### config.mk
export PLATFORM = sky130hd
export DESIGN_NAME = ascii_decimal_to_integer_core_flat
export DESIGN_NICKNAME = d
export VERILOG_FILES = /design/src/hw/rtl/adti_pkg.sv /design/src/hw/rtl/adti_if.sv /design/src/hw/rtl/ascii_decimal_to_integer_core.sv /design/src/hw/rtl/adti_in_reg.sv /design/src/hw/rtl/adti_parse.sv /design/src/hw/rtl/adti_out_reg.sv /design/src/flat_wrapper.sv
export SDC_FILE = /design/constraint.sdc
export NUM_CORES = 1
export LEC_CHECK = 0
export BUFFER_PORTS_ARGS = -buffer_cell sky130_fd_sc_hd__buf_2
export CAP_MARGIN = 20
export CORE_MARGIN = 4
export CORE_UTILIZATION = 56
export DETAILED_ROUTE_END_ITERATION = 16
export PLACE_DENSITY = 0.76
export RECOVER_POWER = 25
export SKIP_LAST_GASP = 1
export SLEW_MARGIN = 20
export SYNTH_ARGS = -nofsm -noshare
export SYNTH_HDL_FRONTEND = slang
export SYNTH_SLANG_ARGS = --single-unit
### constraint.sdc
create_clock -name clk -period 3.75 [get_ports clk]
set_input_delay 0.1875 -clock clk [delete_from_list [all_inputs] [get_ports clk]]
set_output_delay 0.1875 -clock clk [all_outputs]
set_load 0.01 [all_outputs]
### src/hw/rtl/adti_pkg.sv
// Shared types, character codes and parser phase codes for the ASCII decimal parser.
package adti_pkg;

  localparam int VALUE_WIDTH_DEF = 32;
  localparam int RES_WIDTH       = 32;

  localparam logic [7:0] CHAR_MINUS = 8'h2D;
  localparam logic [7:0] CHAR_POINT = 8'h2E;
  localparam logic [7:0] CHAR_ZERO  = 8'h30;
  localparam logic [7:0] CHAR_NINE  = 8'h39;

  localparam logic [1:0] PH_START  = 2'd0;
  localparam logic [1:0] PH_DIGITS = 2'd1;
  localparam logic [1:0] PH_POINT  = 2'd2;
  localparam logic [1:0] PH_BAD    = 2'd3;

  typedef struct packed {
    logic [7:0] char_code;
    logic       end_of_line;
  } char_t;

  typedef struct packed {
    logic signed [RES_WIDTH-1:0] value;
    logic                        valid_res;
  } res_t;

endpackage

### src/hw/rtl/adti_if.sv
// Request channel interfaces for characters in and parsed integers out.
interface adti_in_if import adti_pkg::*; ();
  logic       valid;
  logic       ready;
  logic [7:0] char_code;
  logic       end_of_line;

  modport source (output valid, output char_code, output end_of_line, input ready);
  modport sink (input valid, input char_code, input end_of_line, output ready);
endinterface

interface adti_out_if import adti_pkg::*; ();
  logic                        valid;
  logic                        ready;
  logic signed [RES_WIDTH-1:0] value;
  logic                        valid_res;

  modport source (output valid, output value, output valid_res, input ready);
  modport sink (input valid, input value, input valid_res, output ready);
endinterface

### src/hw/rtl/ascii_decimal_to_integer_core.sv
// A character flagged end_of_line reaches the output via the input and result registers.
// Throughput: one character per cycle unless stalled as below; the multiply-by-ten and
// add for each character (accumulator feedback loop) is combinational.
// A stalled result register holds an end_of_line character in the input register,
// which then blocks further requests until the result is taken.
// Reset (rst_n low, synchronous) empties both registers and clears phase, sign and value.
module ascii_decimal_to_integer_core import adti_pkg::*; #(
  parameter int VALUE_WIDTH = VALUE_WIDTH_DEF
) (
  input  logic    clk,
  input  logic    rst_n,
  adti_in_if.sink    in_ch,
  adti_out_if.source out_ch
);

  char_t in_item;
  char_t s1_item;
  logic  s1_vld;
  logic  s1_adv;
  logic  out_free;
  logic  load;
  res_t  res;
  res_t  res_q;

  assign in_item.char_code   = in_ch.char_code;
  assign in_item.end_of_line = in_ch.end_of_line;

  assign s1_adv = s1_vld && (!s1_item.end_of_line || out_free);
  assign load   = s1_adv && s1_item.end_of_line;

  adti_in_reg u_in_reg (
    .clk      (clk),
    .rst_n    (rst_n),
    .in_valid (in_ch.valid),
    .in_item  (in_item),
    .in_ready (in_ch.ready),
    .adv      (s1_adv),
    .s1_vld   (s1_vld),
    .s1_item  (s1_item)
  );

  adti_parse #(
    .VALUE_WIDTH (VALUE_WIDTH)
  ) u_parse (
    .clk     (clk),
    .rst_n   (rst_n),
    .step_en (s1_adv),
    .item    (s1_item),
    .res     (res)
  );

  adti_out_reg u_out_reg (
    .clk       (clk),
    .rst_n     (rst_n),
    .load      (load),
    .res_in    (res),
    .out_ready (out_ch.ready),
    .out_free  (out_free),
    .out_valid (out_ch.valid),
    .res_out   (res_q)
  );

  assign out_ch.value     = res_q.value;
  assign out_ch.valid_res = res_q.valid_res;

  a_s1_hold: assert property (@(posedge clk) disable iff (!rst_n)
    s1_vld && !s1_adv |=> s1_vld && $stable(s1_item))
    else $error("held character request lost or changed");

  a_out_src: assert property (@(posedge clk) disable iff (!rst_n)
    $rose(out_ch.valid) |-> $past(s1_adv && s1_item.end_of_line))
    else $error("result appeared without an end-of-line character");

  a_bad_zero: assert property (@(posedge clk) disable iff (!rst_n)
    load && !res.valid_res |=> out_ch.valid && out_ch.value == '0)
    else $error("invalid line produced nonzero value");

endmodule

### src/hw/rtl/adti_in_reg.sv
// Input register stage holding one character request.
module adti_in_reg import adti_pkg::*; (
  input  logic  clk,
  input  logic  rst_n,
  input  logic  in_valid,
  input  char_t in_item,
  output logic  in_ready,
  input  logic  adv,
  output logic  s1_vld,
  output char_t s1_item
);

  logic  vld_r;
  logic  vld_nxt;
  char_t item_r;

  assign in_ready = !vld_r || adv;
  assign vld_nxt  = in_ready ? in_valid : vld_r;

  always_ff @(posedge clk) begin
    if (!rst_n) begin
      vld_r <= 1'b0;
    end else begin
      vld_r <= vld_nxt;
    end
  end

  always_ff @(posedge clk) begin
    if (in_valid && in_ready) begin
      item_r <= in_item;
    end
  end

  assign s1_vld  = vld_r;
  assign s1_item = item_r;

endmodule

### src/hw/rtl/adti_parse.sv
// Parser state (phase, sign, accumulator) and per-character next-state and result logic.
module adti_parse import adti_pkg::*; #(
  parameter int VALUE_WIDTH = VALUE_WIDTH_DEF
) (
  input  logic  clk,
  input  logic  rst_n,
  input  logic  step_en,
  input  char_t item,
  output res_t  res
);

  logic [1:0]             phase_r, phase_nxt;
  logic                   neg_r, neg_nxt;
  logic [VALUE_WIDTH-1:0] acc_r, acc_nxt;
  logic [VALUE_WIDTH-1:0] acc_x10;
  logic [VALUE_WIDTH-1:0] mag;
  logic signed [VALUE_WIDTH-1:0] mag_s;
  logic                   is_digit;

  assign is_digit = (item.char_code >= CHAR_ZERO) && (item.char_code <= CHAR_NINE);
  assign acc_x10  = (acc_r << 3) + (acc_r << 1)
                  + {{(VALUE_WIDTH-4){1'b0}}, item.char_code[3:0]};

  always_comb begin
    phase_nxt = phase_r;
    neg_nxt   = neg_r;
    acc_nxt   = acc_r;
    unique case (phase_r) inside
      PH_START, PH_DIGITS: begin
        if (is_digit) begin
          acc_nxt   = acc_x10;
          phase_nxt = PH_DIGITS;
        end else if (item.char_code == CHAR_POINT) begin
          phase_nxt = PH_POINT;
        end else if (item.char_code == CHAR_MINUS && phase_r == PH_START) begin
          neg_nxt   = 1'b1;
          phase_nxt = PH_DIGITS;
        end else begin
          phase_nxt = PH_BAD;
        end
      end
      PH_POINT: begin
        if (item.char_code != CHAR_ZERO) begin
          phase_nxt = PH_BAD;
        end
      end
      default: phase_nxt = PH_BAD;
    endcase
  end

  assign mag   = neg_nxt ? (~acc_nxt + {{(VALUE_WIDTH-1){1'b0}}, 1'b1}) : acc_nxt;
  assign mag_s = signed'(mag);

  always_comb begin
    if (phase_nxt == PH_BAD) begin
      res.value     = '0;
      res.valid_res = 1'b0;
    end else begin
      res.value     = RES_WIDTH'(mag_s);
      res.valid_res = 1'b1;
    end
  end

  always_ff @(posedge clk) begin
    if (!rst_n) begin
      phase_r <= PH_START;
      neg_r   <= 1'b0;
      acc_r   <= '0;
    end else if (step_en) begin
      if (item.end_of_line) begin
        phase_r <= PH_START;
        neg_r   <= 1'b0;
        acc_r   <= '0;
      end else begin
        phase_r <= phase_nxt;
        neg_r   <= neg_nxt;
        acc_r   <= acc_nxt;
      end
    end
  end

endmodule

### src/hw/rtl/adti_out_reg.sv
// Result register holding one parsed integer until the sink takes it.
module adti_out_reg import adti_pkg::*; (
  input  logic clk,
  input  logic rst_n,
  input  logic load,
  input  res_t res_in,
  input  logic out_ready,
  output logic out_free,
  output logic out_valid,
  output res_t res_out
);

  logic vld_r;
  logic vld_nxt;
  res_t res_r;

  assign out_free = !vld_r || out_ready;
  assign vld_nxt  = load || (vld_r && !out_ready);

  always_ff @(posedge clk) begin
    if (!rst_n) begin
      vld_r <= 1'b0;
    end else begin
      vld_r <= vld_nxt;
    end
  end

  always_ff @(posedge clk) begin
    if (load) begin
      res_r <= res_in;
    end
  end

  assign out_valid = vld_r;
  assign res_out   = res_r;

endmodule
### src/flat_wrapper.sv
// flat-port wrapper written by rule: the top's interface ports become plain ports
module ascii_decimal_to_integer_core_flat import adti_pkg::*;
#(
  parameter int VALUE_WIDTH = VALUE_WIDTH_DEF
)
  (clk, rst_n, in_ch_valid, in_ch_char_code, in_ch_end_of_line, in_ch_ready, out_ch_valid, out_ch_value, out_ch_valid_res, out_ch_ready);
  adti_in_if in_ch_i ();
  adti_out_if out_ch_i ();
  input  logic clk;
  input  logic rst_n;
  input wire logic [$bits(in_ch_i.valid)-1:0] in_ch_valid;
  input wire logic [$bits(in_ch_i.char_code)-1:0] in_ch_char_code;
  input wire logic [$bits(in_ch_i.end_of_line)-1:0] in_ch_end_of_line;
  output wire logic [$bits(in_ch_i.ready)-1:0] in_ch_ready;
  output wire logic [$bits(out_ch_i.valid)-1:0] out_ch_valid;
  output wire logic [$bits(out_ch_i.value)-1:0] out_ch_value;
  output wire logic [$bits(out_ch_i.valid_res)-1:0] out_ch_valid_res;
  input wire logic [$bits(out_ch_i.ready)-1:0] out_ch_ready;
  assign in_ch_i.valid = in_ch_valid;
  assign in_ch_i.char_code = in_ch_char_code;
  assign in_ch_i.end_of_line = in_ch_end_of_line;
  assign in_ch_ready = in_ch_i.ready;
  assign out_ch_valid = out_ch_i.valid;
  assign out_ch_value = out_ch_i.value;
  assign out_ch_valid_res = out_ch_i.valid_res;
  assign out_ch_i.ready = out_ch_ready;
  ascii_decimal_to_integer_core #(.VALUE_WIDTH(VALUE_WIDTH)) u_core (.clk(clk), .rst_n(rst_n), .in_ch(in_ch_i), .out_ch(out_ch_i));
endmodule
# After elaboration in Yosys (flattened, before gate mapping)
# Cells that the tools add are included.
# totals
register_bits,79
latchBits,0
ramBits,0
romBits,0
output_inout_bits,35
wordCells,53
n_memories,0
# op_classes
n_addsub,3
mul,0
div,0
order_cmp,2
eq_ne,6
n_shift,0
muxes,16
bitwise,1
reduce_logical,16
# ops
op,n
32-bit 2-to-1 mux,4
"32-bit by 1-bit adder with 32-bit output, second input constant",1
32-bit adder,1
32-bit by 4-bit adder with 32-bit output,1
32-bit NOT,1
"8-bit by 6-bit equality test with 1-bit output, second input constant",2
2-bit 2-to-1 mux,5
"8-bit by 6-bit >= comparator with 1-bit output, second input constant",1
"8-bit by 6-bit less-or-equal comparator with 1-bit output, second input constant",1
"8-bit by 6-bit != test with 1-bit output, second input constant",1
1-bit logical AND,6
1-bit 2-to-1 mux,6
"2-bit equality test, second input constant",2
1-bit logical NOT,4
1-bit logical OR,4
2-bit one-hot mux with 2 select lines,1
"2-bit by 1-bit equality test with 1-bit output, second input constant",1
2-bit logical NOT,1
2-bit OR reduction,1

# Depth between registers and ports, before layout
# Gate-level depths: netlist (run 1).
# depth
depth_word,8
mapped_depth,18
mapped_depth_nobuf,15

# By module
# Synthesis (run 1) repeated with hierarchy kept, for this count alone.
# unflattened
cells_unflattened,767
area_unflattened_um2,6641.4
# by_module_without_submodules
mod,instances,cells_each,area_per_inst_um2
adti_parse,1,713,5255.0
adti_out_reg,1,37,1039.7
adti_in_reg,1,14,327.8
ascii_decimal_to_integer_core,1,3,18.8

# Least setup slack after synthesis (run 1)
# Ideal clock, no wire load.
# synth_path
path_kind,flip-flop to flip-flop
startpoint,"register u_core.u_in_reg.item_r, in the netlist u_core.u_in_reg.s1_item[8]"
endpoint,"register u_core.u_out_reg.res_r, in the netlist u_core.u_out_reg.res_out[31] (data pin)"
t_arrival_ns,3.824
slack_ns,-0.340
stages_incl_launch_ff,19
path_buffers,5
synth_period_minus_slack_ns,4.090
path_cell_list,edfxtp_1 -> nor4b_4 -> and3_1 -> buf_6 -> buf_6 -> buf_2 -> buf_2 -> buf_1 -> mux2i_1 -> ha_1 -> o21ai_0 -> nor2_1 -> and4b_1 -> nand2_2 -> nor4_4 -> nand4_1 -> o31ai_1 -> xnor2_1 -> nor2_1
# synth_between
elab_chain_len,7
# synth_lines
element,line,source
start: declaration,adti_in_reg.sv:15,char_t item_r;
start signal: assignment,adti_in_reg.sv:30,item_r <= in_item;
"8-bit by 6-bit >= comparator with 1-bit output, or another cell as far along",adti_parse.sv:20,assign is_digit = (item.char_code >= CHAR_ZERO) && (item.char_code <= CHAR_NINE);
1-bit logical AND (on tied branches),"adti_parse.sv:20, adti_parse.sv:35",
"32-bit 2-to-1 mux, or another cell as far along",adti_parse.sv:30,if (is_digit) begin
"32-bit 2-to-1 mux, or another cell as far along",adti_parse.sv:28,unique case (phase_r) inside
"32-bit NOT, or another cell as far along",adti_parse.sv:51,"assign mag = neg_nxt ? (~acc_nxt + {{(VALUE_WIDTH-1){1'b0}}, 1'b1}) : acc_nxt;"
"32-bit by 1-bit adder with 32-bit output, or another cell as far along",adti_parse.sv:51,
32-bit 2-to-1 mux / 2-bit equality test (equally long branches),"adti_parse.sv:51, adti_parse.sv:55",
end signal: assignment,adti_out_reg.sv:30,res_r <= res_in;
end: declaration,adti_out_reg.sv:15,res_t res_r;
# Several ways; a longest one is shown, not always the timed one.
# A chain may end at the register's enable or synchronous reset.

# Worst setup path after layout (run 1)
# layout_path
startpoint,register u_core.u_parse.acc_r[13]
endpoint,"register u_core.u_out_reg.res_r, in the netlist u_core.u_out_reg.res_out[32] (data pin)"
# layout_between
elab_chain_len,7
# layout_lines
element,line,source
start: declaration,adti_parse.sv:14,"logic [VALUE_WIDTH-1:0] acc_r, acc_nxt;"
start signal: assignment,adti_parse.sv:77,acc_r <= acc_nxt;
32-bit adder,adti_parse.sv:21,assign acc_x10 = (acc_r << 3) + (acc_r << 1)
32-bit by 4-bit adder with 32-bit output,adti_parse.sv:22,"+ {{(VALUE_WIDTH-4){1'b0}}, item.char_code[3:0]};"
32-bit 2-to-1 mux,adti_parse.sv:30,
32-bit 2-to-1 mux (*),adti_parse.sv:28,
32-bit NOT,adti_parse.sv:51,
32-bit by 1-bit adder with 32-bit output,adti_parse.sv:51,
32-bit 2-to-1 mux (*),adti_parse.sv:51,
# Every way passes the cells marked *; elsewhere a longest branch is shown, timed or not.

==> qor.txt, run 1 <==
Layout Utilization = 0.765
Vias per Instance = 6.34
WL/cell = 20.2 µm
Antenna cells = 0
Main synth FF type = edfxtp_1
CTS max path bufs = 2
Cell count after synthesis = 716
Power per Cell Area = 224 nW/µm²
Root buffer cell = clkbuf_8
Detailed Route Iter0 Violations = 708
Slew Limit Headroom = 0.213
Clock sinks = 79
Crit share post-route = 1.07
Worst-path fanout max = 6
FF+latch count, synth = 79
Final GP Congestion = 0.913
Total GRT Usage = 0.311
Post-DP HPWL = 14.2 mm
Setup TNS = -1.54 ns
Post-DP Area = 7530 µm²
Most common cell after layout, fill and taps aside = buf_4
Async SR Flop Fraction = 0
Die area = 13000 µm²
Starting density of the core = 0.576
Worst Setup Start Kind = register
Detailed-route DRC error count = 0
Clk_skew = 0.0164 ns
Placed Cells incl. Taps = 999
Fin crit period = 4.00 ns
Area grow syn2layout = 32.8%
Core footprint = 10900 µm²
Reg2Reg Launch Point = u_core.u_parse.acc_r[13]$_SDFFE_PN0P_
Crit. Startpoint = u_core.u_parse.acc_r[13]$_SDFFE_PN0P_
Yosys top cell area share = 0.201
Buffers on Ports = 47
Sequential element share of the synthesized area = 0.319
Reg area = 2010 µm²
Reg2Reg Depth = 15
CP Class = register to register
Synth area leaders = edfxtp_1 (20%), dfxtp_1 (12%), ha_1 (12%), nor2_1 (4.6%), xor2_1 (3.8%)
Vias = 6611
Failing checks = setup timing
CTS tree = done
Hold WS = 0.125 ns
Ports = 48
Post-Layout Cell Count = 1042
Most frequent cells in the layout = buf_4 (142), nor2_1 (77), ha_1 (58), nand2_1 (53)
CP Data Arrival Time = 4.11 ns
Die H = 114 µm
Final instance area = 8330 µm²
Worst EP required = 3.86 ns
Worst hold path class = input port to register
Distinct cells, synth = 73
Final Worst Setup Slack = -0.246 ns
Setup violations, final = 15
Hold Vio Cnt, Final = 0
Post-Synthesis Cell Area = 6270 µm²
Kind of end point of the critical path = register
Site Rows = 38
H-tree depth = 3
Post-synth EDFFs = 42
Max-Cap Viols = 0
Pins Over Slew Limit = 0
Total power = 1.87 mW
Mean Syn Cell Area = 8.76 µm²
Leakage = 3.51 nW
Syn. warnings = 0
Status = complete, but fails checks
Multi-input gate area = 4440 µm²
Remaining antenna violation count after routing = 0
Fill count = 700
Global-route wire length before repair = 32.3 mm
Initial DRT Pass Iterations = 6
Reg clk slew, reported paths = 0.10 ns
Worst Tran Pin Value = 1.17 ns
Congestion Overflow GR = 0
Number of CTS-inserted buffers = 9
Area leader, netlist = edfxtp_1
Largest net degree at the start of global routing = 37
Initial antenna violation count = 0
Die W = 114 µm
NumNets Final = 971
Mapped Nets = 790
RSZ-0062 raised after global routing = yes
Min-delay src = in_ch_valid
Skew-Pair Late Insertion Delay = 0.37 ns
Worst slack at placement = -0.417 ns
Fraction of layout cells with a size suffix above 1 = 0.299
Worst hold stages = 3
VDD IR-drop max = 459 µV
Total Wirelength = 21.1 mm
Vias in the first global route = 6360
Fmax achieved = 0.250 GHz
[state kept, by name, indices dropped and copies added, names as in the netlist]
signal / flops
u_core.u_parse.acc_r: 32
u_core.u_out_reg.out_valid: 1
u_core.u_parse.neg_r: 1
u_core.u_in_reg.s1_item: 9
u_core.u_parse.phase_r: 2
u_core.u_out_reg.res_out: 33
u_core.u_in_reg.s1_vld: 1
[cell families after synthesis]
| family | synth area share |
|---|---|
| AND/OR/NAND/NOR | 0.221 |
| AO/OA/AOI/OAI | 0.216 |
| flip-flops | 0.319 |
| adder cells (fa/ha/maj) | 0.124 |
| XOR/XNOR | 0.0726 |
| buffers and inverters | 0.0347 |
| multiplexers | 0.0132 |
[cell type report]
type                    instances  area share
repair buffers                201       0.168
clock buffers                  11      0.0183
clock inverters                 5      0.0104
inverters                      18     0.00811
well taps                     140      0.0210
multi-input cells             588       0.533
flip-flops and latches         79       0.241
[metal layers]
layer	track usage	vias up	share of wire
li1	-	2996	-
met1	0.417	3115	0.40
met2	0.509	417	0.47
met3	0.0467	83	0.090
met4	0.115	0	0.040
met5	0	-	0
[worst paths after layout]
check                                                to  slack [ns]
max          u_core.u_out_reg.res_out[32]$_SDFFCE_PN0P_       -0.25
min                 u_core.u_in_reg.s1_vld$_SDFFE_PN0N_        0.13
max reg2reg  u_core.u_out_reg.res_out[32]$_SDFFCE_PN0P_       -0.25
min reg2reg           u_core.u_parse.neg_r$_SDFFE_PN0P_        0.52
[Yosys cell counts, types with 5 or more instances]
| library cell | n |
|---|---|
| inv_1 | 18 |
| nor2_1 | 77 |
| edfxtp_1 | 42 |
| nand3_1 | 13 |
| o31ai_1 | 5 |
| and3_1 | 8 |
| or3_1 | 6 |
| nand2b_1 | 6 |
| and4_1 | 8 |
| nand4_1 | 11 |
| o21a_1 | 5 |
| a211oi_1 | 6 |
| nand2_1 | 56 |
| a21o_1 | 14 |
| ha_1 | 59 |
| o211ai_1 | 7 |
| xnor2_1 | 25 |
| buf_2 | 9 |
| o21ai_0 | 46 |
| mux2i_1 | 6 |
| dfxtp_1 | 37 |
| nor2b_1 | 22 |
| a22oi_1 | 18 |
| clkbuf_1 | 18 |
| a31oi_1 | 12 |
| xor2_1 | 27 |
| and2_1 | 20 |
| o21ai_1 | 6 |
| a21oi_1 | 44 |
| nor3_1 | 13 |
[repair_timing]
item,CTS,global route
buffers inserted,8,10
pin swaps,31,19
setup endpoints to repair,15,20
endpoints found under the hold margin,9,0
hold buffers,9,0
resized for setup,40,34
[critical path, stage by stage, from the launching register on]
cell and delay, ns:
dfxtp_1 0.50, ha_1 0.30, ha_1 0.33, buf_4 0.17, a31oi_1 0.25, nand3_1 0.18, o21ai_2 0.22, buf_4 0.18
nor3_1 0.05, nand3b_2 0.24, a2111oi_4 0.37, buf_4 0.18, and4_4 0.26, a41oi_4 0.15, xnor2_1 0.25, o22ai_1 0.11
[report_power, final]
| group | switching [mW] | internal, mW | leakage (nW) |
|---|---|---|---|
| clock | 0.350 | 0.421 | 0.119 |
| sequential | 0.0113 | 0.922 | 0.705 |
| combinational | 0.0939 | 0.0670 | 2.69 |
| total | 0.455 | 1.41 | 3.51 |
No activity file was read; power rests on OpenSTA's default activity.
==> run 2, diff against run 1 <==
- ABC_AREA: default -> 1
- CORE_MARGIN: 4 -> default
==> qor.txt, run 2 <==
Area leader, netlist = nand2_1
Sequential element share of the synthesized area = 0.283 (-0.0361)
Skew-Pair Late Insertion Delay = 0.34 ns (-0.03 ns)
Setup violations, final = 0 (-15)
Setup TNS = 0 ns (+1.54 ns)
Buffers on Ports = 47 (unchanged)
Global-route wire length before repair = 28.6 mm (-11%)
Leakage = 4.06 nW (+16%)
Largest net degree at the start of global routing = 37 (unchanged)
Area grow syn2layout = 8.77%
Initial DRT Pass Iterations = 5 (-1)
Worst hold path class = input port to register
Yosys top cell area share = 0.194 (-0.00733)
H-tree depth = 3 (unchanged)
Core footprint = 12200 µm² (+12%)
Mean Syn Cell Area = 6.56 µm² (-25%)
Root buffer cell = clkbuf_16
Remaining antenna violation count after routing = 0 (unchanged)
Fin crit period = 3.39 ns (-0.611 ns)
Fmax achieved = 0.295 GHz (+18%)
Main synth FF type = edfxtp_1
Total power = 1.93 mW (+3.3%)
CTS max path bufs = 2 (unchanged)
VDD IR-drop max = 281 µV (-39%)
CTS tree = done
Status = finished, final reports clean
Met2 Usage GRT = 0.500 (-0.00902)
Reg2Reg Launch Point = u_core.u_in_reg.s1_item[4]$_DFFE_PP_
Die area = 13100 µm² (+0.96%)
Hold WS = 0.0148 ns (-0.110 ns)
Worst Tran Pin Value = 0.997 ns (-0.172 ns)
Post-Synthesis Cell Area = 7070 µm² (+13%)
Clock sinks = 79 (unchanged)
Vias in the first global route = 6374 (+0.22%)
Power per Cell Area = 250 nW/µm² (+12%)
RSZ-0062 raised after global routing = no
Starting density of the core = 0.582 (+0.00539)
Max reg flops = 33 (unchanged)
Vias = 6800 (+2.9%)
Total Wirelength = 17.0 mm (-19%)
Fraction of layout cells with a size suffix above 1 = 0.102 (-0.197)
R2r setup slk = 0.36 ns (+0.61 ns)
Synth area leaders = nand2_1 (19%), edfxtp_1 (18%), dfxtp_1 (10%), ha_1 (10%), inv_1 (8.7%)
FF+latch count, synth = 79 (unchanged)
Max-Cap Viols = 0 (unchanged)
Post-DP HPWL = 13.5 mm (-4.8%)
Worst EP required = 3.85 ns (about the same)
Top cells by count, synth = nand2_1 (365), inv_1 (164), nand3_1 (85), nor2_1 (81), a21oi_1 (73)
Worst-path fanout max = 4 (-2)
Reg2Reg Depth = 21 (+6)
Cell count after synthesis = 1078 (+51%)
Ports = 48 (unchanged)
Most frequent cells in the layout = nand2_1 (365), inv_1 (164), nand3_1 (85), nor2_1 (79), a21oi_1 (73)
Critical R2R Capture = u_core.u_out_reg.res_out[28]$_SDFFCE_PN0P_
Async SR Flop Fraction = 0 (unchanged)
Antenna cells = 0 (unchanged)
Post-synth EDFFs = 42 (unchanged)
Number of CTS-inserted buffers = 9 (unchanged)
Die W = 114 µm (+0.48%)
Cts hold-fix bufs = 0 (-9)
Worst Setup EP = u_core.u_out_reg.res_out[28]$_SDFFCE_PN0P_
Die H = 114 µm (+0.48%)
Kind of end point of the critical path = register
Detailed-route DRC error count = 0 (unchanged)
Crit. Startpoint = u_core.u_in_reg.s1_item[4]$_DFFE_PP_
Hold Vio Cnt, Final = 0 (unchanged)
Final GP Congestion = 0.932 (+2.1%)
Crit share post-route = 0.903 (-0.163)
NumNets Final = 1195 (+23%)
Reg clk slew, reported paths = 0.06 ns (-0.04 ns)
Met1 Use GR = 0.322 (-0.0948)
Most common cell after layout, fill and taps aside = nand2_1
Initial antenna violation count = 0 (unchanged)
Detailed Route Iter0 Violations = 523 (-26%)
Vias per Instance = 5.26 (-17%)
Most common cell in the netlist = nand2_1
Clk_skew = 0.00618 ns (-0.0102 ns)
Most Used Layer, Global Route = met2
Post-CTS Repair Setup Buffers = 0 (-8)
Slew Limit Headroom = 0.331 (+0.119)
CP Data Arrival Time = 3.49 ns (-0.62 ns)
PostCTS Resize Cnt = 0 (-100%)
Fill count = 1180 (+69%)
Distinct cells, synth = 48 (-34%)
Worst Setup Start Kind = register
Total GRT Usage = 0.277 (-0.0331)
Pins Over Slew Limit = 0 (unchanged)
Mapped Nets = 1152 (+46%)
Congestion Overflow GR = 0 (unchanged)
Met3 Use GR = 0.0365 (-0.0102)
WL/cell = 13.1 µm (-35%)
Site Rows = 40 (+5.3%)
CP Class = register to register
Syn. warnings = 0 (unchanged)
-- run 2: layout make-up --
class                   count  area (µm²)  share of cell area
clock buffers              12         267              0.0346
repair buffers             54         250              0.0325
inverters                 168         631              0.0820
clock inverters             4        27.5             0.00358
multi-input cells         809        4310               0.560
flip-flops and latches     79        2000               0.260
well taps                 168         210              0.0273
-- run 2: kinds of logic (layout without fill, tap and decap cells) --
logic type / count (synthesis) / in the layout / synth area share
xor gates and xnor gates: 4 / 4 / 0.00495
DFF: 79 / 79 / 0.283
buffers and inverters: 190 / 238 / 0.109
and+or+nand+nor: 627 / 627 / 0.402
adders and majority gates: 61 / 61 / 0.110
AOI/OAI and AO/OA: 117 / 117 / 0.0909
-- run 2: stage by stage --
stage | cell area, µm² | instances | worst slack [ns] | utilization
floorplan | 7070 | 1078 | 0.701 | -
global placement | 7430 | 1278 | 0.434 | 0.611
detailed placement | 7430 | 1278 | 0.376 | 0.611
CTS | 7730 | 1294 | 0.359 | 0.635
global route | 7690 | 1294 | 0.0363 | 0.633
finish | 7690 | 1294 | 0.365 | 0.633
-- run 2: routing by layer --
metal / part of all wire / routed length [µm]
met3: 0.047 / 796
met4: 0.040 / 687
met5: 0 / 0
met2: 0.50 / 8450
met1: 0.41 / 7050
-- run 2: worst min path at each step --
stage / from / cells past startpoint / endpoint / slack, ns
floorplan: in_ch_end_of_line / 0 / u_core.u_in_reg.s1_item[0]$_DFFE_PP_ / 0.29
CTS: in_ch_char_code[2] / 1 / u_core.u_in_reg.s1_item[3]$_DFFE_PP_ / 0.004
global placement: in_ch_char_code[1] / 1 / u_core.u_in_reg.s1_item[2]$_DFFE_PP_ / 0.36
finish: in_ch_char_code[0] / 1 / u_core.u_in_reg.s1_item[1]$_DFFE_PP_ / 0.01
detailed placement: in_ch_char_code[2] / 1 / u_core.u_in_reg.s1_item[3]$_DFFE_PP_ / 0.37
global route: in_ch_char_code[1] / 1 / u_core.u_in_reg.s1_item[2]$_DFFE_PP_ / 0.008
-- run 2: power by group --
part / total, mW / internal [mW] / switching, mW / leakage (nW)
logic: 0.149 / 0.0463 / 0.103 / 3.18
clock network: 0.843 / 0.502 / 0.341 / 0.145
registers: 0.934 / 0.923 / 0.0107 / 0.735
-- run 2: critical path: stages, from the launching register on --
cell and delay (ns):
edfxtp_1 0.42, inv_1 0.13, fa_1 0.47, fa_1 0.48, inv_1 0.10, nand3_1 0.09
nand2_1 0.11, nand3_1 0.11, nand3_1 0.17, nand2_1 0.09, nand2_1 0.06, nand2_1 0.06
nand2_1 0.06, nand2_1 0.05, nand2_1 0.14, nor2_1 0.06, nand2_1 0.07, nand2_1 0.10
nand3_2 0.16, nor2_1 0.06, nor2_1 0.09, nor2_1 0.05
==> run 3, diff against run 2 <==
- ABC_AREA: 1 -> default
- CORE_UTILIZATION: 56 -> 57
- PLACE_DENSITY: 0.76 -> 0.74
- clock period: 3.75 -> 3.4 ns (I/O delays scaled with it)
==> qor.txt, run 3 (synthesis results as in run 1) <==
CTS tree = done
Combinational power share = 0.091 (+0.014)
Detailed Route Iter0 Violations = 598 (+14%)
Placed Cells incl. Taps = 1024 (-20%)
Crit-path max cell delay = 0.60 ns (+0.12 ns)
Max-Cap Viols = 0 (unchanged)
Initial DRT Pass Iterations = 5 (unchanged)
Die area = 11400 µm² (-13%)
Part of the power in registers = 0.517 (+0.032)
Vias = 6744 (-0.82%)
Global-route wire length before repair = 32.5 mm (+14%)
Site Rows = 37 (-7.5%)
Starting density of the core = 0.597 (+0.0154)
Status = complete, but fails checks
Vias in the first global route = 6712 (+5.3%)
Clock sinks = 79 (unchanged)
Final Worst Setup Slack = -0.580 ns (-0.945 ns)
Remaining antenna violation count after routing = 0 (unchanged)
Fmax achieved = 0.251 GHz (-15%)
Number of CTS-inserted buffers = 9 (unchanged)
CP top delay family = compound AO/OA/AOI/OAI gates
Internal = 1.51 mW (+2.3%)
Slew Limit Headroom = 0.282 (-0.0488)
Post-DP Area = 7770 µm² (+4.5%)
Clock power share = 0.392 (-0.046)
WL/cell = 19.9 µm (+52%)
Sw Pwr = 0.487 mW (+7.1%)
Max reg flops = 33 (unchanged)
RSZ-0062 raised after global routing = yes
CP bufs+invs = 2 (unchanged)
Root buffer cell = clkbuf_8
Die W = 107 µm (-6.5%)
Ports = 48 (unchanged)
Fin crit period = 3.98 ns (+0.595 ns)
Clk_skew = 0.00996 ns (+0.00378 ns)
Post-DP HPWL = 14.8 mm (+9.8%)
Worst hold stages = 3 (+2)
Fraction of layout cells with a size suffix above 1 = 0.322 (+0.220)
Worst slack at placement = -0.654 ns (-1.03 ns)
Worst Tran Pin Value = 1.07 ns (+0.0744 ns)
Layout Utilization = 0.823 (+0.191)
Worst hold path class = input port to register
Most common cell on crit path = inv_2
Worst Setup Start Kind = register
Total GRT Usage = 0.369 (+0.0913)
Crit path max-delay cell type = fa_1
Skew-Pair Late Insertion Delay = 0.37 ns (+0.03 ns)
Total power = 1.99 mW (+3.4%)
Area grow syn2layout = 37.9%
Post-Layout Cell Count = 1065 (-18%)
Power per Cell Area = 230 nW/µm² (-8.0%)
CTS max path bufs = 2 (unchanged)
Critical R2R Capture = u_core.u_out_reg.res_out[29]$_SDFFCE_PN0P_
Leakage = 3.66 nW (-9.7%)
Min-Delay Endpoint = u_core.u_in_reg.s1_vld$_SDFFE_PN0N_
Worst-path fanout max = 3 (-1)
NumNets Final = 998 (-16%)
Setup violations, final = 31 (+31)
Largest net degree at the start of global routing = 37 (unchanged)
Final GP Congestion = 0.987 (+5.9%)
Net Sw Frac = 0.244 (+0.00846)
Total Wirelength = 21.2 mm (+25%)
Congestion Overflow GR = 0 (unchanged)
VDD IR-drop max = 314 µV (+12%)
CP Class = register to register
Worst EP required = 3.51 ns (-0.34 ns)
Vias per Instance = 6.33 (+21%)
Pins Over Slew Limit = 0 (unchanged)
Crit share post-route = 1.17 (+0.268)
Detailed-route DRC error count = 0 (unchanged)
Reg clk slew, reported paths = 0.08 ns (+0.02 ns)
Cells along the critical path = inv_2, fa_1, inv_2, ha_4, a211oi_4, o211ai_1, nand2_1, a21oi_1, xnor2_1, a41oi_2, a211oi_2, nand4_1, o21ai_2, xor2_1, nor2_1
CP Data Arrival Time = 4.09 ns (+0.60 ns)
Kind of end point of the critical path = register
Most frequent cells in the layout = buf_4 (163), nor2_1 (75), ha_1 (58), nand2_1 (56), edfxtp_1 (42)
Core footprint = 10500 µm² (-14%)
Antenna cells = 0 (unchanged)
Reg2Reg Launch Point = u_core.u_in_reg.s1_item[4]$_DFFE_PP_
Initial antenna violation count = 0 (unchanged)
Buffers on Ports = 47 (unchanged)
Reg2Reg Depth = 15 (-29%)
Min-delay src = in_ch_valid
H-tree depth = 3 (unchanged)
Hold Vio Cnt, Final = 0 (unchanged)
Die H = 107 µm (-6.5%)
Final instance area = 8650 µm² (+12%)
Most common cell after layout, fill and taps aside = buf_4
Failing checks = setup timing
R2r setup slk = -0.58 ns (-0.94 ns)
## run 3: worst min-delay path: cells and delay by family
kind	cells	cell delay, ns
buffers and inverters	2	0.15
AO/OA/AOI/OAI	1	0.07
## run 3: worst max-delay path by stage
stage	start	end	slack (ns)	cells past startpoint
floorplan	u_core.u_in_reg.s1_item[7]$_DFFE_PP_	u_core.u_out_reg.res_out[31]$_SDFFCE_PN0P_	-0.31	18
finish	u_core.u_in_reg.s1_item[4]$_DFFE_PP_	u_core.u_out_reg.res_out[29]$_SDFFCE_PN0P_	-0.58	15
CTS	u_core.u_in_reg.s1_item[4]$_DFFE_PP_	u_core.u_out_reg.res_out[25]$_SDFFCE_PN0P_	-0.45	16
detailed placement	u_core.u_in_reg.s1_item[4]$_DFFE_PP_	u_core.u_out_reg.res_out[31]$_SDFFCE_PN0P_	-0.65	15
global route	u_core.u_in_reg.s1_item[4]$_DFFE_PP_	u_core.u_out_reg.res_out[29]$_SDFFCE_PN0P_	-0.76	15
global placement	u_core.u_in_reg.s1_item[4]$_DFFE_PP_	u_core.u_out_reg.res_out[31]$_SDFFCE_PN0P_	-0.56	15
## run 3: cell type report
| cell class | count | area (µm²) |
|---|---|---|
| multi-input combinational | 588 | 4560 |
| inverter | 18 | 67.6 |
| clock buffer | 10 | 128 |
| fill | 607 | 1860 |
| timing repair buffer | 228 | 1630 |
| tap | 136 | 170 |
| sequential | 79 | 2000 |
| clock inverter | 6 | 86.3 |
## run 3: power by group through the flow
stage / logic, mW / registers (mW) / clock network (mW)
after CTS: 0.166 / 1.03 / 0.777
after detailed placement: 0.144 / 1.05 / 0
after global placement: 0.138 / 1.05 / 0
final: 0.181 / 1.03 / 0.782
after floorplan: 0.0723 / 1.05 / 0
after global routing: 0.192 / 1.03 / 0.819
## run 3: what timing repair did
| item | CTS | global route |
|---|---|---|
| endpoints found under the setup margin | 27 | 32 |
| resized for setup | 38 | 54 |
| pin swaps | 32 | 51 |
| hold buffers | 9 | 0 |
| buffers inserted | 9 | 10 |
| hold endpoints to repair | 9 | 0 |
## run 3: per-layer routing
layer	global-route usage	part of all wire	wire [µm]	up-vias
met5	0	0	0	-
met4	0.211	0.067	1430	0
met3	0.0650	0.067	1410	129
met2	0.647	0.49	10500	352
met1	0.420	0.37	7900	3207
li1	-	-	-	3056
## run 3: metrics by stage
stage / TNS (ns) / hold slack, ns
finish: -9.53 / 0.0739
global route: -13.73 / 0.0809
CTS: -6.77 / 0.0716
detailed placement: -9.58 / 0.349
global placement: -6.92 / 0.347
floorplan: -1.35 / 0.269
